File: src/rtl/psopu_pkg.sv
// Shared constants, operation codes and saturation helpers for the particle update block.
// Used by the top level and the multiplier under rtl; depends on nothing else.
`default_nettype none

package psopu_pkg;

    // Vector length of the particle and the widths that follow from it.
    localparam int DIMENSIONS = 8;
    localparam int ADDR_W     = (DIMENSIONS > 1) ? $clog2(DIMENSIONS) : 1;
    localparam int CNT_W      = $clog2(DIMENSIONS + 1);

    // Field widths.
    localparam int OP_W      = 3;
    localparam int IDX_W     = 3;
    localparam int DATA_W    = 32;
    localparam int RAND_W    = 16;
    localparam int FIT_W     = 31;
    localparam int PROD_W    = 48;
    localparam int DOT_W     = 48;
    localparam int ACC_W     = 50;
    localparam int CFG_IDX_W = 3;

    // Stream bus widths.
    localparam int S_TDATA_W = 136;
    localparam int S_TUSER_W = OP_W;
    localparam int M_TDATA_W = 64;

    // Operation codes carried in the input tuser.
    localparam logic [OP_W-1:0] OP_LOAD    = 3'd0;
    localparam logic [OP_W-1:0] OP_EVAL    = 3'd1;
    localparam logic [OP_W-1:0] OP_VEL     = 3'd2;
    localparam logic [OP_W-1:0] OP_POS     = 3'd3;
    localparam logic [OP_W-1:0] OP_PERTURB = 3'd4;

    // Configuration register indexes.
    localparam logic [CFG_IDX_W-1:0] CFG_INERTIA    = 3'd0;
    localparam logic [CFG_IDX_W-1:0] CFG_OWN_GAIN   = 3'd1;
    localparam logic [CFG_IDX_W-1:0] CFG_SWARM_GAIN = 3'd2;
    localparam logic [CFG_IDX_W-1:0] CFG_LOWER      = 3'd3;
    localparam logic [CFG_IDX_W-1:0] CFG_UPPER      = 3'd4;

    // Saturate a wide signed value to the signed 32-bit range.
    function automatic logic signed [DATA_W-1:0] f_sat32(input logic signed [ACC_W-1:0] x);
        logic signed [DATA_W-1:0] y;
        if (x > 50'sh0_0000_7FFF_FFFF) begin
            y = 32'sh7FFF_FFFF;
        end else if (x < -50'sh0_0000_8000_0000) begin
            y = -32'sh8000_0000;
        end else begin
            y = x[DATA_W-1:0];
        end
        return y;
    endfunction

    // Saturate a 49-bit signed sum to the signed 48-bit accumulator range.
    function automatic logic signed [DOT_W-1:0] f_sat48(input logic signed [DOT_W:0] x);
        logic signed [DOT_W-1:0] y;
        if (x > 49'sh0_7FFF_FFFF_FFFF) begin
            y = 48'sh7FFF_FFFF_FFFF;
        end else if (x < -49'sh0_8000_0000_0000) begin
            y = -48'sh8000_0000_0000;
        end else begin
            y = x[DOT_W-1:0];
        end
        return y;
    endfunction

endpackage

`default_nettype wire

File: src/rtl/psopu_mul.sv
// Shared signed 32x32 multiplier with a registered Q32.16 result (floor rounding).
// Depends on psopu_pkg for the operand and product widths.
`default_nettype none

module psopu_mul
    import psopu_pkg::*;
(
    input  wire logic                        i_clk,
    input  wire logic signed [DATA_W-1:0]    i_a,
    input  wire logic signed [DATA_W-1:0]    i_b,
    output logic signed      [PROD_W-1:0]    o_prod
);

    logic signed [2*DATA_W-1:0] w_full;
    logic signed [PROD_W-1:0]   r_prod;

    // Dropping the low 16 bits of a two's complement product rounds toward minus infinity.
    assign w_full = i_a * i_b;

    always_ff @(posedge i_clk) begin
        r_prod <= w_full[2*DATA_W-1:16];
    end

    assign o_prod = r_prod;

endmodule

`default_nettype wire

File: config.mk
export PLATFORM = sky130hd
export DESIGN_NAME = psopu_mul
export DESIGN_NICKNAME = d
export VERILOG_FILES = /design/src/rtl/psopu_pkg.sv /design/src/rtl/psopu_mul.sv
export SDC_FILE = /design/constraint.sdc
export NUM_CORES = 2
export LEC_CHECK = 0
export ABC_CLOCK_PERIOD_IN_PS = 15600
export BUFFER_PORTS_ARGS = -buffer_cell sky130_fd_sc_hd__buf_4
export CAP_MARGIN = 20
export CORE_ASPECT_RATIO = 1.25
export CORE_MARGIN = 10
export CORE_UTILIZATION = 55
export CTS_BUF_LIST = sky130_fd_sc_hd__clkbuf_4 sky130_fd_sc_hd__clkbuf_8
export DETAILED_ROUTE_END_ITERATION = 10
export PLACE_DENSITY = 0.72
export SYNTH_ARGS = -nofsm -noshare
export SYNTH_HDL_FRONTEND = slang
export SYNTH_SLANG_ARGS = --single-unit
File: constraint.sdc
create_clock -name i_clk -period 15.6 [get_ports i_clk]
set_input_delay 2.34 -clock i_clk [delete_from_list [all_inputs] [get_ports i_clk]]
set_output_delay 2.34 -clock i_clk [all_outputs]
set_load 0.05 [all_outputs]
==> Word-level counts from Yosys, hierarchy flattened <==
Cells that the tools add are included.
{ "word_totals": {"mem_count": 0, "ram_bits": 0, "wordCells": 2, "output_inout_bits": 48, "mem_bits_ro": 0, "input_bits": 65, "latch_bits": 0, "ff_bits": 48} }
{ "classes": {"div_mod_pow": 0, "n_eq_ne": 0, "n_lt_le_gt_ge": 0, "n_mul": 1, "n_addsub": 0, "n_bitwise": 0, "n_reduce_logical": 0, "mux": 0, "shift": 0} }
{ "op_table": {"columns": ["cell", "n"], "rows": [
  ["$mul 32x32->64", 1]
]} }

==> Longest topological paths before layout <==
{ "depth": {"word_depth": 1, "depth_mapped": 27, "mapped_depth_nobuf": 26} }

==> Worst setup path after synthesis <==
Ideal clock, no wire load.
{ "synth_path": {"path_type": "input-to-reg", "start": "input port i_a[31]", "end": "register r_prod[47] (netlist: o_prod[47])", "n_path_buf": 1, "stages": 27, "path_slack_ns": 6.037, "arrival_time_ns": 9.442, "required_ns": 15.479, "setup_ns": 0.121, "path_cell_list": "clkbuf_1 nand2_1 inv_1 fa_1 inv_1 fa_1 inv_1 fa_1 fa_1 inv_1 fa_1 inv_1 fa_1 inv_1 fa_1 inv_1 fa_1 ha_1 a21oi_1 o211a_1 o31ai_1 a221oi_1 a21oi_1 o21ai_0 o21ai_1 o41a_1 xnor2_1"} }
{ "synth_via": {"elab_chain_cells": 1} }
{ "synth_rtl": {"columns": ["item", "line_no", "source"], "rows": [
  ["start, declared", "psopu_mul.sv:9", "input wire logic signed [DATA_W-1:0] i_a,"],
  ["$mul 32x32->64", "psopu_mul.sv:18", "assign w_full = i_a * i_b;"],
  ["net w_full[63]", "psopu_mul.sv:14", "logic signed [2*DATA_W-1:0] w_full;"],
  ["end signal, assigned", "psopu_mul.sv:21", "r_prod <= w_full[2*DATA_W-1:16];"],
  ["end, declared", "psopu_mul.sv:15", "logic signed [PROD_W-1:0] r_prod;"]
]} }
The timed path passes the listed nets, and every way through them passes these cells.

==> Worst setup path in the final report <==
{ "layout_path": {"start": "input port i_b[5]", "end": "register r_prod[47] (netlist: o_prod[47])"} }
{ "layout_via": {"elab_chain_cells": 1} }
{ "layout_rtl": {"columns": ["item", "line_no", "source"], "rows": [
  ["start, declared", "psopu_mul.sv:10", "input wire logic signed [DATA_W-1:0] i_b,"],
  ["$mul 32x32->64", "psopu_mul.sv:18", null],
  ["net w_full[63]", "psopu_mul.sv:14", null]
]} }
The timed path passes the listed nets, and every way through them passes these cells.

==> summary by stage <==
Setup path
The start point of the critical path is i_b[5]. At the worst endpoint, the required time is 15.83 ns. Of all nets on the critical path, the largest fanout is 32. The sort of element at the end of the critical path is a register. The critical path arrival is 10.47 ns. STA classifies the critical path startpoint as an input pin. The kind of critical path is in2reg.

Global routing
The largest net degree at the start of global routing is 33. The global router's overall resource usage is 26.8%. The first global-routing pass estimated 159 mm of wire. The sum of overflow across all layers after global routing is 0. The via count of the first global-routing pass is around 29k. The number of antenna violations at the first check in global routing is 2.

Floorplan
The number of I/O pins is 113. The number of core rows is about 110. The core footprint is 65700 um^2. The die covers 77100 um^2. The die span in x is ~250 um. Once the floorplan was initialized, standard cells occupied 55.6% of the core. From bottom edge to top edge, the die measures 308 um.

STA
The relative slew slack is 51.7%. The routed design could run at a clock period as short as 10.24 ns. The transition time at the pin with the least slew margin is 0.718 ns. The final period utilization is 65.7%. The count of final hold-check violations is 0. Timing would allow up to approximately 98 MHz. Setup violations remaining at the end of the flow were counted as 0.

The worst hold slack after final layout is 3.17 ns. The sum of negative setup slack is 0 ns. Setup repair after global routing left no endpoint under its margin.

The final max-slew violation count is 0.

Worst hold path
The worst hold path belongs to the class reg2out. The critical hold path startpoint is o_prod[36]$_DFF_P_.

Detailed routing
For this run, design rule violations remaining after detail routing come to 0. After detailed routing, the average wire length per cell comes to 21.6 um. Summing over every cut layer, the via total after detailed routing is 25.5k. The number of detailed-routing iterations run before antenna repair is 8. For this block, the routed nets add up to 99.1 mm of wire. The detail route stage leaves a number of antenna-violating nets equal to 0. Using the TritonRoute via totals, the vias-per-cell ratio works out to about 5.5.

The violation count after the first detailed-route iteration is 1531.

CTS
For this design, the sink count on the clock tree is 48. The clock tree from TritonCTS is done. In this run the number of H-tree levels came out at 2. The clock passes through at most 2 buffers. The tree is rooted in a clkbuf_8. After clock tree synthesis, the clock-pin slew on the worst setup and hold paths is 0.09 ns. The number of resized instances in the post-cts repair step is 0. In this run, CTS created clock tree buffers numbering 5. The hold buffer count at CTS is 0. Once the clock tree was built, the setup fixing pass inserted 0 buffers.

Synth
The synthesized design spends more area on one cell type than any other, namely fa_1. The synthesized design contains 48 register bits. In the synthesized netlist the dominant register cell turns out to be dfxtp_1.

The sequential element share of the synthesized area is 2.63%. The cell count after synthesis is 3820. By area the synthesized netlist is led by fa_1 59%, inv_1 9.8%, and2_1 8.8%.

The net count of the mapped netlist is 5146. The area of the mapped netlist is 36500 um^2. Of all flip-flops after synthesis, the portion carrying an async set or reset was 0%. The top cell type by area accounts for 59.3% of the synthesized area. Ranked by instance count, the synthesized netlist is headed by 1081 x fa_1, 950 x inv_1, 513 x nand2_1. The average instance in the mapped netlist occupies 9.56 um^2. The Yosys step of the flow raised 0 warnings. The count of distinct cell types in the synthesized netlist is 54. The number of enable-type register cells in the synthesized netlist is 0. By instance count, the leading cell after synthesis is fa_1.

Cells and area
The layout cell share with drive strength beyond 1 is under 10%. For this run, the number of standard cells in the final layout without fillers is 4593. The register with the most flip-flops in the layout has 48 of them.

The final core utilization is 57.5%. The net count of the finished layout is 5062. The number of diodes is 0.

The layout-stage area growth over the synthesis result is 3.43%.

Place
The congestion estimate from routability-driven global placement came to roughly 0.93. The placed cell count is ~4.6k. The detailed placement HPWL is 79.7 mm. The number of port buffers is between 100 and 150.

Run status
The run finished with clean final reports.

Run
The total of max-cap violations is 0.
path summary, 6_finish.rpt:
path / cells after the start / to
hold / removal: 1 / o_prod[36]
setup / recovery: 27 / o_prod[47]$_DFF_P_
critical path, stage by stage:
cell	delay, ns
buf_4	0.36
nand2_1	0.22
inv_1	0.13
fa_1	0.41
inv_1	0.27
fa_1	0.47
inv_1	0.23
fa_1	0.50
fa_1	0.82
inv_1	0.38
fa_1	0.59
inv_1	0.06
fa_1	0.52
inv_1	0.05
fa_1	0.49
inv_1	0.06
fa_1	0.46
ha_1	0.38
a21oi_1	0.24
o211a_1	0.17
o31ai_1	0.11
a221oi_1	0.29
a21oi_1	0.16
o21ai_0	0.15
o21ai_1	0.11
o41a_1	0.35
xnor2_1	0.13
cell families (layout without fill, tap and decap cells):
logic type / Yosys count / in the layout / synth area share (%)
xor gates and xnor gates: 63 / 63 / 1.51
AOI/OAI and AO/OA: 153 / 153 / 2.82
adders and majority gates: 1261 / 1261 / 65.5
buffers and inverters: 1155 / 1072 / 11.9
and+or+nand+nor: 1140 / 1140 / 15.7
DFF: 48 / 48 / 2.63
per-stage QoR:
step	cell area [um^2]	setup slack [ns]
2_1_floorplan	36500	6.04
3_3_place_gp	37700	5.16
3_5_place_dp	37700	5.02
4_1_cts	37800	5.41
5_1_grt	37800	4.98
6_report	37800	5.36
layer usage:
layer	vias to the layer above	GRT usage [%]	part of all wire, %
li1	10600	-	-
met1	13400	27.5	31
met2	1018	49.6	55
met3	409	2.73	4.9
met4	2	20.6	9.3
met5	-	0	0.015
final cells by class:
class,count,area (um^2)
clock buffers,6,82.6
clock inverters,2,15.0
fillers,5768,27900
inverters,950,3570
multi-input cells,2617,31200
flip-flops and latches,48,961
well taps,856,1070
repair buffers,114,856
layout by cell type (no fill, tap or decap), types with 23 or more instances in the layout:
master and count:
and2_1 512, nand2_1 513, ha_1 180, inv_1 950, xor2_1 23, dfxtp_1 48
xnor2_1 40, a21oi_1 48, buf_4 114, nor2_1 46, o21ai_0 26, fa_1 1081
Power is left out: the tool's default activity adds up to more than one toggle a clock period on the data nets, which glitch-free logic cannot reach.
