### src/rtl/psopu_ram.sv
// Generic single-write, single-read RAM with a registered read port.
// Stand-alone; holds the position, velocity and best-position vectors.
`default_nettype none

module psopu_ram #(
    parameter int WIDTH = 32,
    parameter int DEPTH = 8,
    localparam int AW   = (DEPTH > 1) ? $clog2(DEPTH) : 1
) (
    input  wire logic                   i_clk,
    input  wire logic                   i_wr_en,
    input  wire logic [AW-1:0]          i_wr_addr,
    input  wire logic [WIDTH-1:0]       i_wr_data,
    input  wire logic [AW-1:0]          i_rd_addr,
    output logic      [WIDTH-1:0]       o_rd_data
);

    logic [WIDTH-1:0] r_mem [DEPTH];
    logic [WIDTH-1:0] r_rd_data;

    always_ff @(posedge i_clk) begin
        if (i_wr_en) begin
            r_mem[i_wr_addr] <= i_wr_data;
        end
        r_rd_data <= r_mem[i_rd_addr];
    end

    assign o_rd_data = r_rd_data;

endmodule

`default_nettype wire

### config.mk
export PLATFORM = sky130hd
export DESIGN_NAME = psopu_ram
export DESIGN_NICKNAME = d
export VERILOG_FILES = /design/src/rtl/psopu_ram.sv
export SDC_FILE = /design/constraint.sdc
export NUM_CORES = 1
export LEC_CHECK = 0
export BUFFER_PORTS_ARGS = -buffer_cell sky130_fd_sc_hd__buf_2
export CORE_MARGIN = 2
export CORE_UTILIZATION = 35
export DETAILED_ROUTE_END_ITERATION = 7
export PLACE_DENSITY = 0.53
export SLEW_MARGIN = 10
export SYNTH_ARGS = -nofsm -noshare
export SYNTH_HDL_FRONTEND = slang
export SYNTH_SLANG_ARGS = --single-unit
### constraint.sdc
create_clock -name i_clk -period 4 [get_ports i_clk]
set_input_delay 0.2 -clock i_clk [delete_from_list [all_inputs] [get_ports i_clk]]
set_output_delay 0.2 -clock i_clk [all_outputs]
set_load 0.005 [all_outputs]
## Word-level counts from Yosys, hierarchy flattened

Memory sizes are Yosys's and may differ from the RTL's. A register that Yosys moved wholly into a read port is not among the register bits.
Index checks and enable logic that the tools add are counted.

| cells by class | value |
|---|---|
| $add $sub $neg | 0 |
| multiply operators | 0 |
| divide/modulo/power cells | 0 |
| magnitude comparators | 0 |
| equal/unequal tests | 0 |
| shift operators | 0 |
| mux-type cells | 2 |
| bitwise operators | 0 |
| reduce and logical (&&, ||, !) cells | 0 |

Operator list:

| cell | number |
|---|---|
| two-way mux 1 bit | 2 |

| word-level totals | value |
|---|---|
| register bits after elaboration | 0 |
| latch bits | 0 |
| RAM bits | 256 |
| bits in read-only memories | 0 |
| input bits | 40 |
| word-level logic and storage cells | 3 |
| memories | 1 |

Memories:

| name | words | bits a word | rd ports | clocked after Yosys merged registers in | wr ports | RTL line | RTL |
|---|---|---|---|---|---|---|---|
| r_mem | 8 | 32 | 1 | 1 | 1 | 18 | `logic [WIDTH-1:0] r_mem [DEPTH];` |

## Logic depth before layout (Yosys ltp)

Gate-level depths: netlist of the first run.

| depth | value |
|---|---|
| word-level depth | 2 |
| mapped depth | 4 |

## Worst setup path after synthesis of the first run

Ideal clock, no wire load.

| timing | value |
|---|---|
| kind | input port to flip-flop |
| start point | input port i_wr_addr[2] |
| end point | memory r_mem[0][0] (enable) |
| library setup time | 0.461 ns |
| arrival | 2.586 ns |
| required time | 3.539 ns |
| path slack | 0.953 ns |
| cell stages on the path | 2 |
| buffers on the path | 0 |
| cells stage by stage | nand2b_1 > nor3_1 |

RTL lines:

| what | RTL line | RTL |
|---|---|---|
| start: declaration | 12 | `input wire logic [AW-1:0] i_wr_addr,` |
| end: declaration | 18 |  |

No word-level cell before the write port.

==> results of run 1 <==
## metrics by stage
step | instances | hold slack [ns]
2_1_floorplan | 415 | 0.299
6_report | 959 | 0.0842
5_1_grt | 959 | 0.0746
3_3_place_gp | 870 | 0.456
3_5_place_dp | 870 | 0.473
4_1_cts | 958 | 0.0700
## logic make-up (layout without fill, tap and decap cells)
family,count (synthesis),count (layout)
flip-flops,288,288
multiplexers,96,96
buffers and inverters,18,171
AND/OR/NAND/NOR,13,13
other,0,1
## repair_timing
item                                   CTS  global route
endpoints found under the hold margin  256             0
setup buffers                            0             0
hold buffers                            32             0
## worst paths after layout
kind                                              from                     to  depth (start not counted)
worst max register to register   r_mem[3][8]$_DFFE_PP_   o_rd_data[8]$_DFF_P_                          2
worst min register to register  r_mem[5][23]$_DFFE_PP_  o_rd_data[23]$_DFF_P_                          2
worst max-delay path                      i_rd_addr[0]  o_rd_data[25]$_DFF_P_                          4
worst min-delay path                      i_wr_addr[0]  r_mem[0][8]$_DFFE_PP_                          2
## cells in the final DEF (no fill, tap or decap)
cell and count:
sky130_fd_sc_hd__buf_2 70, sky130_fd_sc_hd__buf_4 13, sky130_fd_sc_hd__clkbuf_1 6, sky130_fd_sc_hd__clkbuf_16 31, sky130_fd_sc_hd__clkbuf_8 3, sky130_fd_sc_hd__clkinv_1 10
sky130_fd_sc_hd__clkinv_2 6, sky130_fd_sc_hd__dfxtp_1 32, sky130_fd_sc_hd__diode_2 1, sky130_fd_sc_hd__dlygate4sd3_1 32, sky130_fd_sc_hd__edfxtp_1 256, sky130_fd_sc_hd__mux2_2 32
sky130_fd_sc_hd__mux4_1 40, sky130_fd_sc_hd__mux4_2 24, sky130_fd_sc_hd__nand2_1 2, sky130_fd_sc_hd__nand2b_1 3, sky130_fd_sc_hd__nor2_4 6, sky130_fd_sc_hd__nor3_2 2
## flip-flops by register name, summed over array words and instances (netlist names)
register,count
o_rd_data,32
r_mem,256
## final cells by class
class	instances	area, um2	share of cell area, %
antenna	1	2.50	0.0199
clock buffer	40	840	6.68
clock inverter	16	67.6	0.538
multi-input combinational	109	2070	16.4
sequential	288	8330	66.3
tap	390	488	3.89
timing repair buffer	115	768	6.12
## power by group
part | internal [mW] | switching, mW
Combinational | 0.169 | 0.165
Sequential | 3.40 | 0.0299
Clock | 1.46 | 1.07
## metal layers
metal | vias up | global-route usage (%) | part of all wire [%]
li1 | 2045 | - | -
met3 | 31 | 2.51 | 4.3
met4 | 0 | 3.03 | 1.8
met1 | 2447 | 17.9 | 44
met2 | 118 | 22.4 | 50
met5 | - | 0 | 0
==> results, run 1 <==
- The pin slew with the least headroom to its limit is roughly 1.1 ns.
- The net count of the finished layout is 584.
- TritonCTS built the clock tree.
- The filler cells instantiated in the layout total between 2000 and 3000.
- Measured against the total synthesized area, the mux share comes to 18.6%.
- The flow ran to the end, and the final reports show no timing, DRC or antenna violations.
- For this design, the slowest cell found on the critical path is sky130_fd_sc_hd__mux4_1.
- The overall routed net length is 20400 um.
- Across the run, the number of max-cap violations was 0.
- The worst path setup slack after routing is around 2.4 ns.
- For this run, the leading register cell type out of synthesis is sky130_fd_sc_hd__edfxtp_1.
- Summed over all instances, the cell type with the most area after synthesis is sky130_fd_sc_hd__edfxtp_1.
- The count of different cell masters after synthesis is 13.
- The data required time at the worst endpoint is ~4.4 ns.
- The synthesized design devotes to its leading area cell type between 70% and 80% of total area.
- Global routing consumed, over all layers together, approximately an eighth of the routing resources.
- The max-slew headroom at the worst pin is between 20% and 30%.
- The most numerous cell in the Yosys netlist is sky130_fd_sc_hd__edfxtp_1.
- The cell type group with the largest total delay on the critical path is buffers and inverters.
- The CTS H-tree depth is 1.
- The share of the synthesized area in compound gates (AO/OA/AOI/OAI) is 0%.
- The max-slew violation count is 0.
- Power spread over the standard cell area amounts to about 500 mW/mm2.
- The first-pass detailed-route iteration total is 6.
- The I/O pin total is 72.
- The yosys synthesis warning count is 0.
- The initial utilization of the core area, before any placement, comes to between 30% and 40%.
- In this run the worst path has a maximum fanout of 33.
- From left edge to right edge, the die measures 177 um.
- The peak supply drop is around 0.29 mV.
- Setup violations remaining at the end of the flow were counted as 0.
- The maximum number of pins on one net before global-route repair is 34.
- When the netlist entered floorplanning its net count stood at 455.
- The weighted congestion at the end of routability-driven global placement is between 0.6 and 0.7.
- The HPWL after detailed placement is between 10000 and 15000 um.
- The number of global-route vias before repair came to 5058.
- The total overflow reported by the global router is 0.
- The initial antenna violation count is 1.
- The later pin in the worst-skew pair is clocked with a latency of 0.54 ns.
- The arrival time at the worst endpoint is just over 2 ns.
- The floorplan die area is approximately 0.031 mm2.
- The tightest min-delay check is of the in2reg type.
- Post-CTS repair changed the size of 0 cells.
- The total power is around 6.3 mW.
- The biggest cell delay along the critical path is roughly 0.6 ns.
- The detail route stage leaves a number of antenna-violating nets equal to 0.
- Sorting the synthesized cells by how often they occur yields sky130_fd_sc_hd__edfxtp_1, sky130_fd_sc_hd__mux4_1, sky130_fd_sc_hd__dfxtp_1, sky130_fd_sc_hd__mux2_2, sky130_fd_sc_hd__mux4_2.
- The synthesized netlist devotes 0% of its cell area to XOR and XNOR gates.
- The area fraction in and, or, nand and nor cells after synthesis is less than 1%.
- After clock tree synthesis, the clock-pin slew on the worst setup and hold paths is around 0.060 ns.
- The count of input and output buffers is 71.
- After detailed placement, the total cell area comes to ~0.011 mm2.
- In the synthesized netlist the async set-or-reset flop fraction comes to 0%.
- After synthesis, the largest family of logic cells by area is multiplexers.
- The worst-case clock buffer depth is 3.
- The combined area of all synthesized cells is roughly 0.010 mm2.
- The post-detailed-route via-to-cell ratio is a little under 5.
- The post-synthesis instance total is between 400 and 500.
- In this run, synthesis produced a sequential element count of approximately 290.
- The count of unresolved DRC violations after routing is 0.
- The most frequent cell on the critical path is sky130_fd_sc_hd__buf_4.
- The count of final hold-check violations is 0.
- The placement row count is between 60 and 70.
- The core region is between 0.02 and 0.03 mm2.
- The endpoint type of the worst setup path is a flip-flop.
- Together, buffers and inverters on the worst path number 2.
- The worst path uses between 40 and 50% of the clock period.
- The total CTS buffers is 30.
- The setup path with the least slack is of type in2reg.
- After synthesis, the cell types taking the most area are sky130_fd_sc_hd__edfxtp_1, sky130_fd_sc_hd__mux4_1, sky130_fd_sc_hd__dfxtp_1, sky130_fd_sc_hd__mux4_2, sky130_fd_sc_hd__mux2_2.
- The clock drives 288 sinks.
- Setup repair after global routing left no endpoint under its margin.
- After Yosys synthesis, full adders, half adders and majority gates account for 0% of the synthesized area.
- The routed layout has ~4600 vias.
- The startpoint kind of the worst setup timing path is an input port.
- The die extent in y is approximately 180 um.
- Relative to the synthesized area, the layout overhead comes to 20.0%.
- With fillers left out, the area of the finished cells amounts to ~0.013 mm2.
- The total negative slack for setup checks is 0 ns.
- Dividing the detail-routed wire length by the instance count gives about 21 um.
- The clock period could shrink to ~1.6 ns.
- Timing analysis after detailed placement gives a worst setup slack of about 1.8 ns.
- The first global-routing pass estimated approximately 30000 um of wire.
- Each instance of the synthesized netlist takes up on average between 20 and 30 um2.
- The proportion of layout cells with a drive suffix above 1 is between 30% and 40%.
- The tree is rooted in a sky130_fd_sc_hd__clkbuf_16.
- The clock arrives with 0.0113 ns of skew.
- For this run, the top clock speed supported by timing is between 600 and 700 MHz.
- Measured on the finished design, the core utilization comes to 42.5%.
- Across all register-to-register paths, the minimum setup slack is about 2.7 ns.
- In this run, synthesis inferred ~260 flip-flops with an integrated enable.
- The initial DRC count is between 200 and 300.
- The signal on the critical path passes through buf_4 -> buf_4 -> mux4_1 -> mux2_2.
- The cell leakage power is 4.25 nW.
- The register area share after synthesis is between 70% and 80%.
(Power assumes the default switching activity.)
==> inputs of run 2 (changes only) <==
Clock period 4 ns to 1.5 ns, I/O delays scaled along.
==> run 2 against run 1 <==
Net effect: first-iteration DRC count is 10% lower; hold slack worse by 0.056 ns; combinational power grew to 2.9 times the previous value; flip-flop and latch count stayed put; via count is 1.7% lower; highest routed layer unchanged.
==> results, run 2 (synthesis results as in run 1) <==
- The number of global-route vias before repair is approximately 5000.
- The core box area is approximately 0.03 mm2.
- The number of gates resized after CTS is 0.
- The floorplan has 63 rows.
- The cell type group with the largest total delay on the critical path is multiplexers.
- The commonest non-fill, non-tap cell in the layout is sky130_fd_sc_hd__edfxtp_1.
- The overall routed net length is roughly 20000 um.
- The total negative slack for setup checks is 0 ns.
- The post-detailed-route via-to-cell ratio is between 4 and 5.
- The max-slew headroom at the worst pin is between 70% and 80%.
- In the global route stage, overall resource usage came out at 12.8%.
- Once placement finished, the instance area stood at between 0.01 and 0.015 mm2.
- The count of inserted antenna diode cells is 0.
- The data required time at the worst endpoint is around 1.9 ns.
- The largest single stage delay on the critical path is 0.52 ns.
- The vias after detailed routing is ~4600.
- At the pin with the least slew margin, the transition time is about 0.36 ns.
- STA puts the critical path data arrival time at 1.69 ns.
- Once layout is complete, the utilization of the core stands at roughly 44%.
- The worst setup path is of the reg2reg kind.
- For this configuration, the core starts out at a cell density of 35.4%.
- The I/O pin total is ~70.
- The critical path crosses 2 cells after its start point.
- The clock-pin slew reported for the worst setup and hold paths after clock tree synthesis is about 0.06 ns.
- The average detailed-routed wire length per instance is 20.4 um.
- The top cell types in the final layout, fill and taps aside, are sky130_fd_sc_hd__edfxtp_1, sky130_fd_sc_hd__buf_2, sky130_fd_sc_hd__mux4_1.
- The setup-violating endpoint count in the final report is 0.
- The number of cells traversed by the worst hold path is 2.
- The worst-case clock buffer depth is 3.
- Setup repair after global routing left no endpoint under its margin.
- Once detail routing completed, the nets flagged for antenna violations numbered 0.
- The cell leakage power is about 4.4 nW.
- In the final layout, the share of cells above drive strength 1 is around a third.
- The top register by number of flip-flops is r_mem.
- The final period demand of the worst path is roughly 1.3 ns.
- Counting both buffers and inverters, the worst setup path holds a total of 0.
- The clock net in this run drives a total of roughly 290 sinks.
- VDD sags by at most between 0.5 and 0.6 mV.
- The largest clock skew in the final design is a little under 0.01 ns.
- The clock root buffer master is sky130_fd_sc_hd__clkbuf_16.
- The max-slew violation count was 0.
- The worst hold-check path type is in2reg.
- The total overflow left after global routing is 0.
- The hold-fix buffer count after cts is 32.
- The pre-antenna-repair detailed-routing pass consisted of 4 iterations.
- Detailed placement ended at an HPWL of approximately 11000 um.
- Counting cells, the worst reg-to-reg path comes to 2.
- The first global-routing pass estimated between 20000 and 30000 um of wire.
- TritonCTS built the clock tree.
- The count of final hold-check violations is 0.
- The critical path goes through mux4_1 -> mux2_2.
- The count of unresolved DRC violations after routing is 0.
- The number of filler instances in the final layout is about 2500.
- The die width is approximately 180 um.
- The clock latency on the worst-skew pair is 0.53 ns.
- The maximum number of pins on one net before global-route repair is 33.
- STA classifies the critical path endpoint as a flip-flop.
- Of all nets on the critical path, the largest fanout is 1.
- At the end of the flow, the number of nets in the layout was between 500 and 600.
- The floorplan step defined a die boundary enclosing roughly 0.031 mm2.
- The die extent in y is between 150 and 200 um.
- The CTS H-tree depth is 1.
- Counting the buffers created by CTS gives 28.
- The register with the most flip-flops in the layout has roughly 260 of them.
- At the end of routability-driven placement, the weighted congestion stood at about 0.66.
- The tightest hold path in the finished design has a slack of 0.0286 ns.
- The cell type of the slowest stage on the worst timing path is sky130_fd_sc_hd__mux4_1.
- The power density over cell area is about 1300 mW/mm2.
- After the first detailed-routing iteration, the DRC count stood at 264.
- The flow ran to the end, and the final reports show no timing, DRC or antenna violations.
- The setup fix buffers added after clock tree synthesis is 0.
- The initial antenna violation count is 0.
- Once layout is complete, the cells apart from fillers number 961.
- During placement, the flow inserted port buffers numbering 71.
- The max capacitance violation total is 0.
- The startpoint kind of the worst setup timing path is a flip-flop.
- Compared with the post-synthesis result, the final layout area differs by 23.4%.
- The post-route standard cell area excluding fillers is 0.0129 mm2.
- Of the available clock period, the critical path in the final layout requires around 85%.
- Including well taps, the total number of placed cells is roughly 880.
- The peak clock frequency supported by timing is slightly below 800 MHz.
==> run 2: path summary, 6_finish.rpt <==
kind / startpoint / end / slack (ns)
worst min-delay path: i_rd_addr[1] / o_rd_data[31]$_DFF_P_ / 0.03
worst max-delay path: r_mem[1][28]$_DFFE_PP_ / o_rd_data[28]$_DFF_P_ / 0.22
worst max register to register: r_mem[1][28]$_DFFE_PP_ / o_rd_data[28]$_DFF_P_ / 0.22
worst min register to register: r_mem[7][15]$_DFFE_PP_ / o_rd_data[15]$_DFF_P_ / 0.67
==> run 2: per-layer routing <==
layer	up-vias	GRT usage (%)	part of all wire, %
met4	0	3.10	1.7
met1	2386	17.8	46
met2	93	20.9	48
met3	27	2.43	4.6
met5	-	0	0
li1	2056	-	-
==> run 2: cell type report <==
class                      instances  area, um2  area share, %
tap                              390        488           3.78
clock inverter                    14        175           1.36
sequential                       288       8330           64.5
multi-input combinational        109       2090           16.1
clock buffer                      38        790           6.11
timing repair buffer             122       1050           8.12
==> run 2: worst register-to-register path, stage by stage (launching register included) <==
cell and delay (ns):
sky130_fd_sc_hd__edfxtp_1 0.38, sky130_fd_sc_hd__mux4_1 0.52, sky130_fd_sc_hd__mux2_2 0.27
==> run 2: stage by stage <==
stage               setup slack (ns)  power [mW]
floorplan                     -0.398        9.76
global placement              0.0762        10.2
detailed placement            0.0659        10.2
CTS                            0.223        17.5
global route                   0.194        17.9
finish                         0.220        17.3
==> run 2: where the power goes <==
part / switching, mW / internal [mW]
Combinational: 0.447 / 0.509
Sequential: 0.0798 / 9.06
Clock: 2.83 / 4.37
Total: 3.36 / 13.9
==> inputs of run 3 (changes only) <==
Settings changed: PLACE_DENSITY 0.53 to 0.55.
Clock period 1.5 ns to 1 ns, I/O delays scaled along.
==> run 3 against run 2 <==
Net effect: the flow now finishes with violations (negative setup slack); sequential power increased by 51%; flip-flop and latch count did not move; critical path depth unchanged; design area rose by 1.8%; non-clock buffer count is 15 higher; clock power increased by 44%; hold slack improved by 0.048 ns; global-route usage increased by 0.64 points; die area unchanged; wire length increased by 3.6%; critical endpoint is now o_rd_data[22]$_DFF_P_.
==> results, run 3 (synthesis results as in run 1) <==
- The register-to-register setup slack is -0.25 ns.
- For the worst setup path, the data required time is between 1 and 1.5 ns.
- The first detailed-routing pass took 4 iterations.
- For this run, the slowest stage of the critical path takes slightly below 0.5 ns.
- Among all stages on the critical path, the largest delay is contributed by sky130_fd_sc_hd__mux4_2.
- STA classifies the critical path startpoint as a flip-flop.
- The destination of the worst register-to-register timing path is o_rd_data[22]$_DFF_P_.
- For this block, the initial DRC count from the detailed router was 340.
- The arrival time at the worst endpoint is 1.66 ns.
- Across every metal layer, demand over resource in global routing totals 13.4%.
- After global routing the overflow that remains totals 0.
- The largest clock skew in the final design is between 0.009 and 0.01 ns.
- The finished layout holds a little under 1000 standard cells, fillers aside.
- For the worst flop-to-flop path, the logic depth is 2.
- The number of nets with antenna violations after routing is 0.
- The count of final hold-check violations came to 0.
- The cell total after placement is between 800 and 900.
- For this design the static power due to leakage is around 4.5 nW.
- The flow ran to the end, but the final reports show violations.
- The initial antenna violation count is 0.
- The final period utilization is 125%.
- The timing endpoint of the critical path is o_rd_data[22]$_DFF_P_.
- Leaving out fill and tap cells, the most frequent cell in the layout is sky130_fd_sc_hd__edfxtp_1.
- The top register by number of flip-flops is r_mem.
- The number of filler instances in the final layout is 2525.
- The tool flagged a number of max-cap violations equal to 0.
- The total area of multi-input combinational cells is between 0.002 and 0.0025 mm2.
- The cell depth of the worst setup path is 2.
- The clock-pin slew reported for the worst setup and hold paths after clock tree synthesis is approximately 0.060 ns.
- The clock passes through at most 3 buffers.
- After detailed routing, the average wire length per cell comes to 20.8 um.
- The worst-path maximum fanout is 1.
- The overall routed net length is a little over 20000 um.
- The peak supply drop is 1.08 mV.
- The wire-length estimate of the detail-placed layout is 12200 um.
- The critical path goes through mux4_2 -> mux2_4.
- The peak clock frequency supported by timing is roughly 800 MHz.
- Across the whole layout, storage elements account for ~0.0084 mm2.
- Cells fill roughly 44% of the core in the end.
- The worst setup path is of the reg2reg kind.
- The clock root buffer master is sky130_fd_sc_hd__clkbuf_16.
- The proportion of layout cells with a drive suffix above 1 is between 40% and 50%.
- Leaving out fill and tap cells, the most frequent cells in the layout are sky130_fd_sc_hd__edfxtp_1, sky130_fd_sc_hd__mux4_2, sky130_fd_sc_hd__buf_2.
- The vias after detailed routing is about 4600.
- The number of global-route vias before repair is between 5000 and 6000.
- Setup repair after global routing could not meet its margin everywhere.
- 72 I/O pins were placed.
- The max-slew violation count came to 0.
- The worst path setup slack after routing is -0.248 ns.
- The clock net in this run drives a total of 288 sinks.
- The count of unresolved DRC violations after routing is 0.
- Counting I/O delays and the setup requirement, the final critical path takes roughly 1.2 ns.
- Across all hold checks on the routed design, the worst slack comes to 0.0765 ns.
- Using the TritonRoute via totals, the vias-per-cell ratio works out to roughly 4.7.
- The die width is approximately 180 um.
- The flip-flop count of the largest register, all copies and words added is between 200 and 300.
- TritonCTS built the clock tree.
- The net count of the finished layout is 605.
- Clock tree synthesis inserted a total of 29 buffers.
- The worst hold-check path type is in2reg.
- The total buffers and inverters traversed by the critical path is 0.
- For the pin with the worst max-slew slack, the measured transition is 0.259 ns.
- Setup violations remaining at the end of the flow were counted as 50.
- In this run the power density over the cells is just under 2000 mW/mm2.
- In this run the core area contains 63 standard-cell rows.
- Broken down by cell family, the worst path's largest delay share belongs to multiplexers.
- During placement, the flow inserted port buffers numbering 71.
- Measured along the y axis, the die boundary spans ~180 um.
- In this run the worst setup path begins at r_mem[5][22]$_DFFE_PP_.
- 0 antenna diodes ended up in the layout.
- The worst register-to-register path begins at r_mem[5][22]$_DFFE_PP_.
- The weighted congestion at the end of routability-driven global placement is approximately 0.67.
- The max-slew headroom at the worst pin is just over 80%.
- From synthesis to final layout, the design area changed by 25.6%.
- The region available for standard cell placement spans between 0.02 and 0.03 mm2.
- Entering global routing, the biggest net connects 25 pins.
- The starting density of the core is between 30% and 40%.
- The die covers between 0.03 and 0.04 mm2.
- The completed layout was analyzed and its total power is 25.9 mW.
- The first-pass GRT wire length is a little over 30000 um.
- The clock latency on the worst-skew pair is about 0.53 ns.
- The endpoint type of the worst setup path is a flip-flop.
- The checks that failed: negative setup slack.
- In this run the number of H-tree levels came out at 1.
-- run 3: cell types whose count changed in the layout (fill, tap and decap cells not counted), moves of 20 or more --
cell                      previous run  this run
sky130_fd_sc_hd__mux2_2             32         5
sky130_fd_sc_hd__dfxtp_2             0        20
sky130_fd_sc_hd__mux2_4              0        27
sky130_fd_sc_hd__mux4_2             24        64
sky130_fd_sc_hd__mux4_1             40         0
sky130_fd_sc_hd__dfxtp_1            32        12
-- run 3: cell type report --
cell class | instances | share of cell area, %
timing repair buffer | 137 | 9.74
clock inverter | 10 | 0.752
clock buffer | 43 | 6.38
multi-input combinational | 109 | 15.9
sequential | 288 | 63.6
tap | 390 | 3.71
-- run 3: how the worst min path moves through the flow --
stage / start / endpoint / cells after the start
3_3_place_gp: i_wr_data[24] / r_mem[6][24]$_DFFE_PP_ / 1
3_5_place_dp: i_wr_data[24] / r_mem[2][24]$_DFFE_PP_ / 1
5_1_grt: i_rd_addr[1] / o_rd_data[9]$_DFF_P_ / 3
6_report: i_rd_addr[1] / o_rd_data[22]$_DFF_P_ / 3
2_1_floorplan: i_wr_data[0] / r_mem[0][0]$_DFFE_PP_ / 0
4_1_cts: i_rd_addr[1] / o_rd_data[18]$_DFF_P_ / 3
-- run 3: where the power goes --
| part | internal [mW] | switching (mW) |
|---|---|---|
| clock | 6.27 | 4.18 |
| combinational | 0.951 | 0.730 |
| sequential | 13.6 | 0.142 |
-- run 3: through the flow --
| stage | setup TNS (ns) | instance area, um2 | worst slack [ns] |
|---|---|---|---|
| 2_1_floorplan | -49.53 | 10500 | -0.476 |
| 5_1_grt | -9.49 | 13100 | -0.279 |
| 6_report | -7.22 | 13100 | -0.248 |
| 4_1_cts | -8.27 | 13100 | -0.251 |
| 3_5_place_dp | -55.09 | 11700 | -0.420 |
| 3_3_place_gp | -51.34 | 11700 | -0.407 |
-- run 3: what timing repair did --
| action | 4_1_cts | 5_1_grt |
|---|---|---|
| buffers inserted | 0 | 0 |
| resized for setup | 41 | 21 |
| endpoints found under the setup margin | 64 | 64 |
| hold buffers | 32 | 0 |
| hold endpoints to repair | 256 | 0 |
-- run 3: worst register-to-register path: stages, from the launching register on --
cell                       delay [ns]
sky130_fd_sc_hd__edfxtp_1        0.38
sky130_fd_sc_hd__mux4_2          0.49
sky130_fd_sc_hd__mux2_4          0.27
-- run 3: layer usage --
metal  track usage, %  wire length, um  vias to the layer above
met5                0                0                        -
met4             3.44              363                        0
met3             2.49              982                       31
met2             23.5            10600                      102
met1             17.3             8370                     2410
li1                 -                -                     2043
